[src/rtl/core/pps_pkg.sv]
// pps_pkg: shared types and constants of the preemptive priority scheduler
// no dependencies; imported by the controller, datapath, top level and checker
`default_nettype none

package pps_pkg;

  // fixed field widths of the item formats
  localparam int CMD_W     = 2;
  localparam int SLOT_IN_W = 4;
  localparam int ARR_W     = 10;
  localparam int PRI_W     = 8;
  localparam int WORK_W    = 8;
  localparam int TIME_W    = 16;
  localparam int CFG_W     = 5;
  localparam int IN_DATA_W  = 32;
  localparam int OUT_DATA_W = 24;

  // command codes carried on the input tuser
  typedef enum logic [CMD_W-1:0] {
    CMD_CLEAR = 2'd0,
    CMD_LOAD  = 2'd1,
    CMD_TICK  = 2'd2
  } cmd_t;

  // one process slot as held in the slot memory
  typedef struct packed {
    logic [ARR_W-1:0]  arrival;
    logic [PRI_W-1:0]  priority_val;
    logic [WORK_W-1:0] work;
  } slot_entry_t;

  // controller to datapath commands
  typedef struct packed {
    logic clear;
    logic load;
    logic scan_start;
    logic scan_step;
    logic commit;
  } dp_cmd_t;

  // datapath to controller status
  typedef struct packed {
    logic n_zero;
    logic scan_last;
    logic out_free;
  } dp_sts_t;

endpackage

`default_nettype wire

[src/rtl/core/pps_ctrl.sv]
// pps_ctrl: sequencing state machine of the scheduler (accept, scan, compare drain, commit)
// depends on pps_pkg for the command and status structs
`default_nettype none

module pps_ctrl (
  input  logic                          clk,
  input  logic                          rst,
  input  logic                          s_tvalid,
  output logic                          s_tready,
  input  logic [pps_pkg::CMD_W-1:0]     s_cmd,
  input  pps_pkg::dp_sts_t              sts,
  output pps_pkg::dp_cmd_t              cmd
);
  import pps_pkg::*;

  typedef enum logic [1:0] {
    ST_IDLE,
    ST_SCAN,
    ST_DRAIN,
    ST_COMMIT
  } state_t;

  state_t state;

  // command decode per state
  always_comb begin
    cmd      = '0;
    s_tready = (state == ST_IDLE);
    unique case (state)
      ST_IDLE: begin
        if (s_tvalid) begin
          unique case (cmd_t'(s_cmd))
            CMD_CLEAR: cmd.clear      = 1'b1;
            CMD_LOAD:  cmd.load       = 1'b1;
            CMD_TICK:  cmd.scan_start = 1'b1;
            default:   ;
          endcase
        end
      end
      ST_SCAN:   cmd.scan_step = 1'b1;
      ST_DRAIN:  ;
      ST_COMMIT: cmd.commit = sts.out_free;
      default:   ;
    endcase
  end

  // state register
  always_ff @(posedge clk) begin
    if (rst) begin
      state <= ST_IDLE;
    end else begin
      unique case (state)
        ST_IDLE: begin
          if (cmd.scan_start) begin
            state <= sts.n_zero ? ST_COMMIT : ST_SCAN;
          end
        end
        ST_SCAN: begin
          if (sts.scan_last) begin
            state <= ST_DRAIN;
          end
        end
        ST_DRAIN:  state <= ST_COMMIT;
        ST_COMMIT: begin
          if (sts.out_free) begin
            state <= ST_IDLE;
          end
        end
        default:   state <= ST_IDLE;
      endcase
    end
  end

endmodule

`default_nettype wire

[src/rtl/core/pps_datapath.sv]
// pps_datapath: slot memory, progress marks, time, best-slot compare and result register
// depends on pps_pkg; driven by pps_ctrl through dp_cmd_t
`default_nettype none

module pps_datapath #(
  parameter int MAX_PROCESSES = 16
) (
  input  logic                             clk,
  input  logic                             rst,
  input  logic                             cfg_valid,
  input  logic [pps_pkg::CFG_W-1:0]        cfg_data,
  input  logic [pps_pkg::SLOT_IN_W-1:0]    ld_slot,
  input  logic [pps_pkg::ARR_W-1:0]        ld_arrival,
  input  logic [pps_pkg::PRI_W-1:0]        ld_priority,
  input  logic [pps_pkg::WORK_W-1:0]       ld_duration,
  input  pps_pkg::dp_cmd_t                 cmd,
  output pps_pkg::dp_sts_t                 sts,
  output logic                             m_tvalid,
  input  logic                             m_tready,
  output logic [pps_pkg::OUT_DATA_W-1:0]   m_tdata,
  output logic [0:0]                       m_tuser
);
  import pps_pkg::*;

  localparam int SLOT_W = $clog2(MAX_PROCESSES);
  localparam int CNT_W  = $clog2(MAX_PROCESSES + 1);
  localparam int CMP_W  = (CNT_W > CFG_W) ? CNT_W : CFG_W;
  localparam logic [CMP_W-1:0] MAX_N = CMP_W'(MAX_PROCESSES);
  localparam logic [TIME_W-1:0] TIME_MAX = '1;

  logic [CFG_W-1:0]          slot_count;
  logic [CMP_W-1:0]          pc_ext;
  logic [CMP_W-1:0]          n_use;
  logic [CMP_W-1:0]          scan_cnt;

  slot_entry_t               slot_mem [MAX_PROCESSES];
  slot_entry_t               rd_q;

  logic [MAX_PROCESSES-1:0]  busy;
  logic [MAX_PROCESSES-1:0]  started_mark;
  logic [MAX_PROCESSES-1:0]  use_mask;
  logic [MAX_PROCESSES-1:0]  best_onehot;
  logic [MAX_PROCESSES-1:0]  busy_after;

  logic [TIME_W-1:0]         now_time;
  logic                      cmp_valid;
  logic [SLOT_W-1:0]         cmp_idx;
  logic                      found;
  logic [SLOT_W-1:0]         best_idx;
  logic [ARR_W-1:0]          best_arr;
  logic [PRI_W-1:0]          best_pri;
  logic [WORK_W-1:0]         best_work;

  logic                      load_ok;
  logic [SLOT_W-1:0]         ld_addr;
  logic                      cand;
  logic                      better;
  logic                      finish;
  logic                      first_run;
  logic                      all_done;
  logic [SLOT_IN_W-1:0]      chosen;

  // slots in use, saturated at MAX_PROCESSES
  assign pc_ext = CMP_W'(slot_count);
  assign n_use  = (pc_ext > MAX_N) ? MAX_N : pc_ext;

  assign load_ok = CMP_W'(ld_slot) < MAX_N;
  assign ld_addr = SLOT_W'(ld_slot);

  // candidate test and ranking against the best so far
  assign cand   = cmp_valid && busy[cmp_idx] && (TIME_W'(rd_q.arrival) <= now_time);
  assign better = !found || (rd_q.priority_val > best_pri) ||
                  ((rd_q.priority_val == best_pri) && (rd_q.arrival < best_arr));

  // outcome of the winning slot
  assign finish      = found && (best_work == WORK_W'(1));
  assign first_run   = found && !started_mark[best_idx];
  assign best_onehot = MAX_PROCESSES'(1) << best_idx;
  assign busy_after  = busy & ~(finish ? best_onehot : '0);
  assign chosen      = found ? SLOT_IN_W'(best_idx) : '0;

  always_comb begin
    for (int i = 0; i < MAX_PROCESSES; i++) begin
      use_mask[i] = CMP_W'(i) < n_use;
    end
  end

  assign all_done = ~|(busy_after & use_mask);

  // status to the controller
  assign sts.n_zero    = (n_use == '0);
  assign sts.scan_last = (scan_cnt == n_use - CMP_W'(1));
  assign sts.out_free  = !m_tvalid || m_tready;

  // slot memory: one write port, one registered read port
  always_ff @(posedge clk) begin
    if (cmd.load && load_ok) begin
      slot_mem[ld_addr] <= '{arrival: ld_arrival, priority_val: ld_priority,
                             work: ld_duration};
    end else if (cmd.commit && found) begin
      slot_mem[best_idx] <= '{arrival: best_arr, priority_val: best_pri,
                              work: best_work - WORK_W'(1)};
    end
    rd_q <= slot_mem[scan_cnt[SLOT_W-1:0]];
  end

  // control state: config, progress marks, time, scan and result valid
  always_ff @(posedge clk) begin
    if (rst) begin
      slot_count    <= CFG_W'(1);
      busy          <= '0;
      started_mark  <= '0;
      now_time      <= '0;
      scan_cnt      <= '0;
      cmp_valid     <= 1'b0;
      found         <= 1'b0;
      m_tvalid      <= 1'b0;
    end else begin
      if (cfg_valid) begin
        slot_count <= cfg_data;
      end

      // clear, load and commit never coincide
      if (cmd.clear) begin
        busy         <= '0;
        started_mark <= '0;
        now_time     <= '0;
      end else if (cmd.load && load_ok) begin
        busy[ld_addr]         <= (ld_duration != '0);
        started_mark[ld_addr] <= 1'b0;
      end else if (cmd.commit) begin
        busy <= busy_after;
        if (found) begin
          started_mark[best_idx] <= 1'b1;
        end
        if (now_time != TIME_MAX) begin
          now_time <= now_time + TIME_W'(1);
        end
      end

      // scan counter and compare pipeline
      cmp_valid <= cmd.scan_step;
      if (cmd.scan_start) begin
        scan_cnt <= '0;
        found    <= 1'b0;
      end else if (cmd.scan_step) begin
        scan_cnt <= scan_cnt + CMP_W'(1);
      end
      if (cand && better) begin
        found <= 1'b1;
      end

      // result register
      if (cmd.commit) begin
        m_tvalid <= 1'b1;
      end else if (m_tready) begin
        m_tvalid <= 1'b0;
      end
    end
  end

  // payload registers
  always_ff @(posedge clk) begin
    cmp_idx <= scan_cnt[SLOT_W-1:0];
    if (cand && better) begin
      best_idx  <= cmp_idx;
      best_arr  <= rd_q.arrival;
      best_pri  <= rd_q.priority_val;
      best_work <= rd_q.work;
    end
    if (cmd.commit) begin
      m_tdata <= {1'b0, all_done, finish, first_run, chosen, now_time};
      m_tuser <= !found;
    end
  end

endmodule

`default_nettype wire

[src/rtl/core/preemptive_priority_scheduler_unit.sv]
// Preemptive priority scheduler, top level.
// Input stream: s_tuser carries the command (clear, load slot, tick); s_tdata carries
// the load fields. Only tick items produce a result on the master stream; clear, load
// and unknown commands are absorbed with no result.
// Config channel: cfg_valid/cfg_ready writes the slot count, always ready; write only
// while the block is idle.
// A tick scans the slots in use one per cycle through the slot memory read port, then
// a drain state finishes the last compare and a commit state registers the result; the
// next item is taken only after the commit. With no slot in use the scan is skipped and
// the tick goes straight to commit.
// The result sits in an output register, so clear and load items keep being taken
// while it waits; a further tick waits in its commit cycle until the register frees.
// Reset: slot count 1, time zero, no slot busy, no start marks, no result pending.
// Arrival and priority entries are not cleared; they are only read for loaded slots.
// A stalled receiver holds m_tvalid and the result stable until taken.
// Depends on pps_pkg, pps_ctrl, pps_datapath.
`default_nettype none

module preemptive_priority_scheduler_unit #(
  parameter int MAX_PROCESSES = 16
) (
  input  logic                               clk,
  input  logic                               rst,
  input  logic                               s_tvalid,
  output logic                               s_tready,
  // slot[3:0], arrival[13:4], priority_req[21:14], duration[29:22], zero[31:30]
  input  logic [pps_pkg::IN_DATA_W-1:0]      s_tdata,
  // cmd[1:0]
  input  logic [pps_pkg::CMD_W-1:0]          s_tuser,
  output logic                               m_tvalid,
  input  logic                               m_tready,
  // tick_time[15:0], chosen[19:16], started[20], finished[21], all_done[22], zero[23]
  output logic [pps_pkg::OUT_DATA_W-1:0]     m_tdata,
  // idle[0]
  output logic [0:0]                         m_tuser,
  input  logic                               cfg_valid,
  output logic                               cfg_ready,
  input  logic [pps_pkg::CFG_W-1:0]          cfg_data
);
  import pps_pkg::*;

  dp_cmd_t dp_cmd;
  dp_sts_t dp_sts;
  logic    s_accept_ok;

  // config register always takes a write
  assign cfg_ready   = 1'b1;
  assign s_accept_ok = s_tready;

  pps_ctrl u_ctrl (
    .clk      (clk),
    .rst      (rst),
    .s_tvalid (s_tvalid),
    .s_tready (s_tready),
    .s_cmd    (s_tuser),
    .sts      (dp_sts),
    .cmd      (dp_cmd)
  );

  pps_datapath #(
    .MAX_PROCESSES (MAX_PROCESSES)
  ) u_datapath (
    .clk         (clk),
    .rst         (rst),
    .cfg_valid   (cfg_valid & cfg_ready),
    .cfg_data    (cfg_data),
    .ld_slot     (s_tdata[SLOT_IN_W-1:0]),
    .ld_arrival  (s_tdata[SLOT_IN_W +: ARR_W]),
    .ld_priority (s_tdata[SLOT_IN_W+ARR_W +: PRI_W]),
    .ld_duration (s_tdata[SLOT_IN_W+ARR_W+PRI_W +: WORK_W]),
    .cmd         (dp_cmd & {$bits(dp_cmd_t){s_accept_ok | !dp_cmd.load}}),
    .sts         (dp_sts),
    .m_tvalid    (m_tvalid),
    .m_tready    (m_tready),
    .m_tdata     (m_tdata),
    .m_tuser     (m_tuser)
  );

endmodule

`default_nettype wire

[config.mk]
export PLATFORM = sky130hd
export DESIGN_NAME = preemptive_priority_scheduler_unit
export DESIGN_NICKNAME = d
export VERILOG_FILES = /design/src/rtl/core/pps_pkg.sv /design/src/rtl/core/pps_ctrl.sv /design/src/rtl/core/pps_datapath.sv /design/src/rtl/core/preemptive_priority_scheduler_unit.sv
export SDC_FILE = /design/constraint.sdc
export NUM_CORES = 1
export LEC_CHECK = 0
export BUFFER_PORTS_ARGS = -buffer_cell sky130_fd_sc_hd__clkbuf_2
export CORE_ASPECT_RATIO = 0.8
export CORE_MARGIN = 2
export CORE_UTILIZATION = 45
export CTS_CLUSTER_SIZE = 20
export DETAILED_ROUTE_END_ITERATION = 10
export PLACE_DENSITY = 0.65
export SLEW_MARGIN = 0
export SYNTH_ARGS = -nofsm -noshare
export SYNTH_HDL_FRONTEND = slang
export SYNTH_SLANG_ARGS = --single-unit
[constraint.sdc]
create_clock -name clk -period 5.75 [get_ports clk]
set_clock_uncertainty 0.2 [all_clocks]
set_input_delay 1.15 -clock clk [delete_from_list [all_inputs] [get_ports clk]]
set_output_delay 1.15 -clock clk [all_outputs]
set_load 0.005 [all_outputs]
* Word level (Yosys, flattened, before mapping)
Memories as Yosys holds them, arrays and structs flattened. A register that Yosys moved wholly into a read port is not among the register bits. Index checks and enable logic that the tools add are counted.
Word-level totals: register bits after elaboration 121, RAM bits 416, input port bits 44, output and inout bits 28, logic and storage cells 141, memories 1
Operators by class: add/subtract/negate cells 4, order comparisons 25, equality and inequality tests 12, shift operators 1, mux-type cells 40, bitwise operators 9, reductions and logical operators 32
Memory list:
- u_datapath.slot_mem | words 16, bits a word 26, read ports 1, clocked after memory_dff 1, wr ports 1, line pps_datapath.sv:36 | slot_entry_t slot_mem [MAX_PROCESSES];
Operator list (count):
- 16-bit two-way mux | 6
- 16-bit bitwise AND | 3
- 4-bit by 5-bit < comparator with 1-bit output, first input constant | 8
- 16-bit NOT | 2
- 26-bit two-way mux | 1
- 26-bit OR reduction | 1
- 3-bit by 5-bit < comparator with 1-bit output, first input constant | 4
- 1-bit two-way mux | 19
- 16-bit by 1-bit adder with 16-bit output, second input constant | 1
- 16-bit bitwise mux | 1
- 10-bit by 16-bit <= comparator with 1-bit output | 1
- 16-bit != test, second input constant | 1
- 16-bit bitwise OR | 1
- 16-bit OR reduction | 1
- 1-bit by 4-bit left shift with 16-bit output, first input constant | 1
- 4-bit by 5-bit < comparator with 1-bit output, second input constant | 3
- 1-bit by 5-bit < comparator with 1-bit output, first input constant | 2
- 10-bit < comparator | 1
- 2-bit by 5-bit < comparator with 1-bit output, first input constant | 2
- 1-bit logical AND | 9
- 1-bit binary-select mux with 4-bit select | 2
- 1-bit demux with 4-bit select | 2
- 8-bit by 1-bit equality test with 1-bit output, second input constant | 1
- 8-bit equality test | 1
- other kinds (28) | 49

* Longest topological paths before layout
word-level depth 13, mapped depth 10, gate-level depth less buffers 9

* Hierarchy
From an unflattened synthesis, not the netlist that was laid out.
Unflattened totals: cell total of the unflattened synthesis 1331, area total of the unflattened synthesis 22798.1 sq um
By module, submodules not included:
- pps_datapath | times used 1, cells an instance 1300, area an instance 22540.4 sq um, sequential area each 15935.3 sq um
- pps_ctrl | times used 1, cells an instance 23, area an instance 197.7 sq um, sequential area each 40.0 sq um
- preemptive_priority_scheduler_unit | times used 1, cells an instance 8, area an instance 60.1 sq um, sequential area each 0.0 sq um

* Worst setup path after synthesis
Ideal clock, no wire load.
path kind input -> register, start point input port s_tuser[1] (netlist bit), end point memory u_datapath.slot_mem[13][0] (netlist bit), enable pin, setup time 0.449 ns, arrival time 4.118 ns, required time 5.101 ns, slack 0.983 ns, stages 6, buffers on the path 2, cell sequence nand4b_1 -> and3_1 -> buf_1 -> nand2_1 -> clkbuf_1 -> o31ai_1
Between the ends: word-level cells in the longest chain between the ends 13, elaborated cells between the ends (all ways) 16, classes of those cells eq/ne: 1; mux: 10; bitwise: 2; reduce/logical: 3
RTL lines:
- start: declaration | line preemptive_priority_scheduler_unit.sv:29 | input logic [pps_pkg::CMD_W-1:0] s_tuser,
- 2-bit by 1-bit equality test with 1-bit output * | line pps_ctrl.sv:32 | unique case (cmd_t'(s_cmd))
- 1-bit two-way mux * | line pps_ctrl.sv:32
- 3-bit two-way mux * | line pps_ctrl.sv:31 | if (s_tvalid) begin
- 3-bit two-way mux * | line pps_ctrl.sv:29 | unique case (state)
- 1-bit logical NOT | line preemptive_priority_scheduler_unit.sv:71 | .cmd (dp_cmd & {$bits(dp_cmd_t){s_accept_ok | !dp_cmd.load}}),
- 1-bit bitwise OR | line preemptive_priority_scheduler_unit.sv:71
- 5-bit bitwise AND * | line preemptive_priority_scheduler_unit.sv:71
- 1-bit logical AND | line pps_datapath.sv:100 | end else if (cmd.commit && found) begin
- 1-bit two-way mux | line pps_datapath.sv:100
- 1-bit two-way mux | line pps_datapath.sv:97 | if (cmd.load && load_ok) begin
- 1-bit two-way mux (not written as such) | line pps_datapath.sv:101 | slot_mem[best_idx] <= '{arrival: best_arr, priority_val: best_pri,
- 26-bit OR reduction (no line)
- 4-bit two-way mux (no line) or 1-bit two-way mux (tied branches)
- end: declaration | line pps_datapath.sv:36
Every way passes the cells marked *; elsewhere a longest branch is shown, timed or not.

* Final worst setup path
start point register u_ctrl.state[0], end point memory u_datapath.slot_mem[5][22] (netlist bit), enable pin
Between the ends: word-level cells in the longest chain between the ends 11, elaborated cells between the ends (all ways) 16, classes of those cells eq/ne: 1; mux: 9; bitwise: 2; reduce/logical: 4
RTL lines:
- start: declaration | line pps_ctrl.sv:23 | state_t state;
- start signal: assignment | line pps_ctrl.sv:55 | state <= sts.n_zero ? ST_COMMIT : ST_SCAN;
- 2-bit logical NOT | line pps_ctrl.sv:28, pps_ctrl.sv:29
- 3-bit two-way mux | line pps_ctrl.sv:29
- 1-bit logical NOT | line preemptive_priority_scheduler_unit.sv:71
- 1-bit bitwise OR | line preemptive_priority_scheduler_unit.sv:71
- 5-bit bitwise AND * | line preemptive_priority_scheduler_unit.sv:71
- 1-bit logical AND | line pps_datapath.sv:100
- 1-bit two-way mux | line pps_datapath.sv:100
- 1-bit two-way mux | line pps_datapath.sv:97
- 1-bit two-way mux (not written as such) | line pps_datapath.sv:101
- 26-bit OR reduction (no line)
- 4-bit two-way mux (no line) or 1-bit two-way mux (tied branches)
Marks and branches as above.

==> impl_metrics.yaml <==
run_status:
  status: "complete, no violations"
synth:
  synth_edf_count: 470
  yosys.area.top_type: "edfxtp_1"
  async_flop_share_pct: 0
  synth_cells: 1345
  syn_area_per_cell_um2: 16.9
  yosysWarnings: 0
  synth_nets: 1426
  ys_ff_latch: 563
  yosysMostFrequentCell: "edfxtp_1"
  synth_top_area_share_pct: 62.0
  synth_common_cells: "edfxtp_1, mux4_2, nand2_1, dfxtp_1, nor2_1"
  netlist_area_um2: 22800
  yosysSeqAreaShare_pct: 70.2
  synth_area_leaders: "edfxtp_1, mux4_2, dfxtp_1"
  synth_cell_types: 67
  synth_ff_type: "edfxtp_1"
critical_path:
  cp_max_fo: 29
  reg2reg_slack_ps: 2010
  worstReg2RegEnd: "u_datapath.slot_mem[5][22]$_DFFE_PP_"
  cp_data_arrival_time_ps: 3780
  reg2reg_from: "u_ctrl.state[0]$_SDFFE_PP0P_"
  crit_type: "register to register"
  crit_required_ps: 5790
  r2r_cells: 10
  crit_path_end_kind: "register"
  worstSetupStartpointType: "register"
placement:
  placed_area_um2: 24200
  hpwl_um: 30500
  placedCellCount: 2067
  globalplace.congestion: 0.907
  port_buffers: 67
floorplanning:
  core_um2: 49900
  ioPinCount: 72
  die_width_um: 255
  fp.dieH_um: 205
  dieArea_um2: 52400
  rows: 73
  initial_core_util_pct: 45.7
cts:
  clockBufferDepth: 3
  clock-root-buffer: "clkbuf_16"
  cts_setup_buffers: 0
  postCtsResizedCells: 0
  hold_buffers: 0
  clk_latency_ps: 570
  cts_made_buffers: 52
  cts_tree: "done"
  cts.sinks: 563
  clk_pin_slew_worst_paths_ps: 60
  htree_num_levels: 2
drt:
  routed_wl_um: 51600
  wl_per_cell_um: 23.8
  remaining_drc_errors: 0
  drt_first_iter_violations: 1052
  postRouteAntennaNets: 0
  vias: 12400
  drt-pass1-iter-count: 5
  viasPerCell: 5.73
grt:
  antenna_found_initial: 0
  globalRouteTotalUtil_pct: 19.5
  grt_pass1_vias: 12200
  grt_first_pass_wirelength_um: 77000
  grt-ovfl-total: 0
  grt_max_degree: 49
sta:
  setup_tns_ps: 0
  fin_crit_ps: 3740
  hold_slack_ps: 203
  finalHoldViolCount: 0
  rsz0062_at_grt: "false"
  drv_slew: 0
  tightestPinTransition_ps: 1160
  slew-limit-headroom_pct: 22.5
  setup_violations: 0
  fmax_mhz: 267
  fin_crit_sh_pct: 65.0
min_path:
  hold-path-cell-count: 0
  min_delay_worst_endpoint: "u_datapath.best_work[3]$_DFFE_PP_"
  min_path_type: "register to register"
  holdCritStartpoint: "u_datapath.rd_q[3]$_DFF_P_"
cells_and_area:
  syn_to_final_growth_pct: 13.9
  postLayoutCellArea_um2: 25900
  n_antenna_cell: 0
  nets: 1527
  layout.cells.non_filler: 2165
  layout-drive-gt1-share_pct: 24.9
  nFillCells: 4001
pwr:
  power_mw: 9.35
  ir_worst_vdd_uv: 276
  leakagePower_nw: 8.37
  power_density_nw_per_um2: 361
job:
  cap_viol_max_count: 0
-- area by class of cell --
class / count / area [um2] / area share [%]
flip-flops and latches: 563 / 16000 / 61.7
multi-input cells: 671 / 6470 / 25.0
inverters: 39 / 146 / 0.565
well taps: 675 / 845 / 3.26
repair buffers: 119 / 738 / 2.85
clock inverters: 19 / 209 / 0.806
clock buffers: 79 / 1530 / 5.90
-- cell families after synthesis --
logic type      synth area share [%]
compound gates                  4.29
xor+xnor                       0.962
fa+ha+maj                       2.03
buf+inv                         1.93
flops                           70.2
mux                             14.2
other cells                   0.0330
simple gates                    6.41
-- cells in the final DEF, fill, tap and decap left out, types with 13 or more instances in the layout --
master     instances
edfxtp_1         470
mux4_2           137
nand2_1           91
dfxtp_1           89
nor2_1            71
clkbuf_2          67
clkbuf_16         54
buf_4             51
o21ai_0           47
inv_1             39
ha_1              37
a21oi_1           34
nand3_1           28
xnor2_1           20
nor3_1            16
clkbuf_1          16
nand4_1           15
nand2_2           13
-- sequential cells by signal, indices dropped and copies added, names as in the netlist, 5 cells and up --
signal,count
u_datapath.best_work,8
u_datapath.rd_q,26
u_datapath.scan_cnt,5
u_datapath.m_tdata,23
u_datapath.best_pri,8
u_datapath.best_arr,10
u_datapath.busy,16
u_datapath.now_time,16
u_datapath.started_mark,16
u_datapath.slot_mem,416
u_datapath.pc_ext,5
-- critical path, cell delays in order (launching register included) --
cell      delay, ps
dfxtp_1         390
inv_1            80
ha_1            300
nand4b_1        150
buf_4           220
and3_1          230
nand2_2         420
nor2_1          450
nand2_1         150
nand2_2         390
buf_4           400
-- stage by stage --
| step | setup WS (ps) | util (%) |
|---|---|---|
| 2_1_floorplan | 983 | - |
| 4_1_cts | 1990 | 52.0 |
| 3_5_place_dp | 1490 | 48.5 |
| 3_3_place_gp | 1520 | 48.5 |
| 5_1_grt | 1780 | 52.0 |
| 6_report | 2010 | 52.0 |
-- how the worst max path moves through the flow --
stage | from | endpoint | slack [ps]
final | u_ctrl.state[0]$_SDFFE_PP0P_ | u_datapath.slot_mem[5][22]$_DFFE_PP_ | 2010
after detailed placement | s_tuser[1] | u_datapath.slot_mem[9][7]$_DFFE_PP_ | 1490
after floorplan | s_tuser[1] | u_datapath.slot_mem[13][0]$_DFFE_PP_ | 980
after CTS | u_ctrl.state[0]$_SDFFE_PP0P_ | u_datapath.slot_mem[9][5]$_DFFE_PP_ | 1990
after global placement | s_tuser[1] | u_datapath.slot_mem[3][16]$_DFFE_PP_ | 1520
after global routing | u_ctrl.state[0]$_SDFFE_PP0P_ | u_datapath.slot_mem[9][5]$_DFFE_PP_ | 1780
-- power by group --
group,switching [mW],internal (mW)
clock,1.44,2.02
sequential,0.138,4.55
combinational,0.575,0.629
-- routing by layer --
| metal | track usage (%) | vias up | wire (um) |
|---|---|---|---|
| li1 | - | 5522 | - |
| met1 | 29.2 | 6405 | 23400 |
| met2 | 30.7 | 422 | 24000 |
| met3 | 3.12 | 63 | 3410 |
| met4 | 3.86 | 0 | 725 |
| met5 | 0 | - | 0 |
Note: power is estimated with default switching activity, not from simulation.
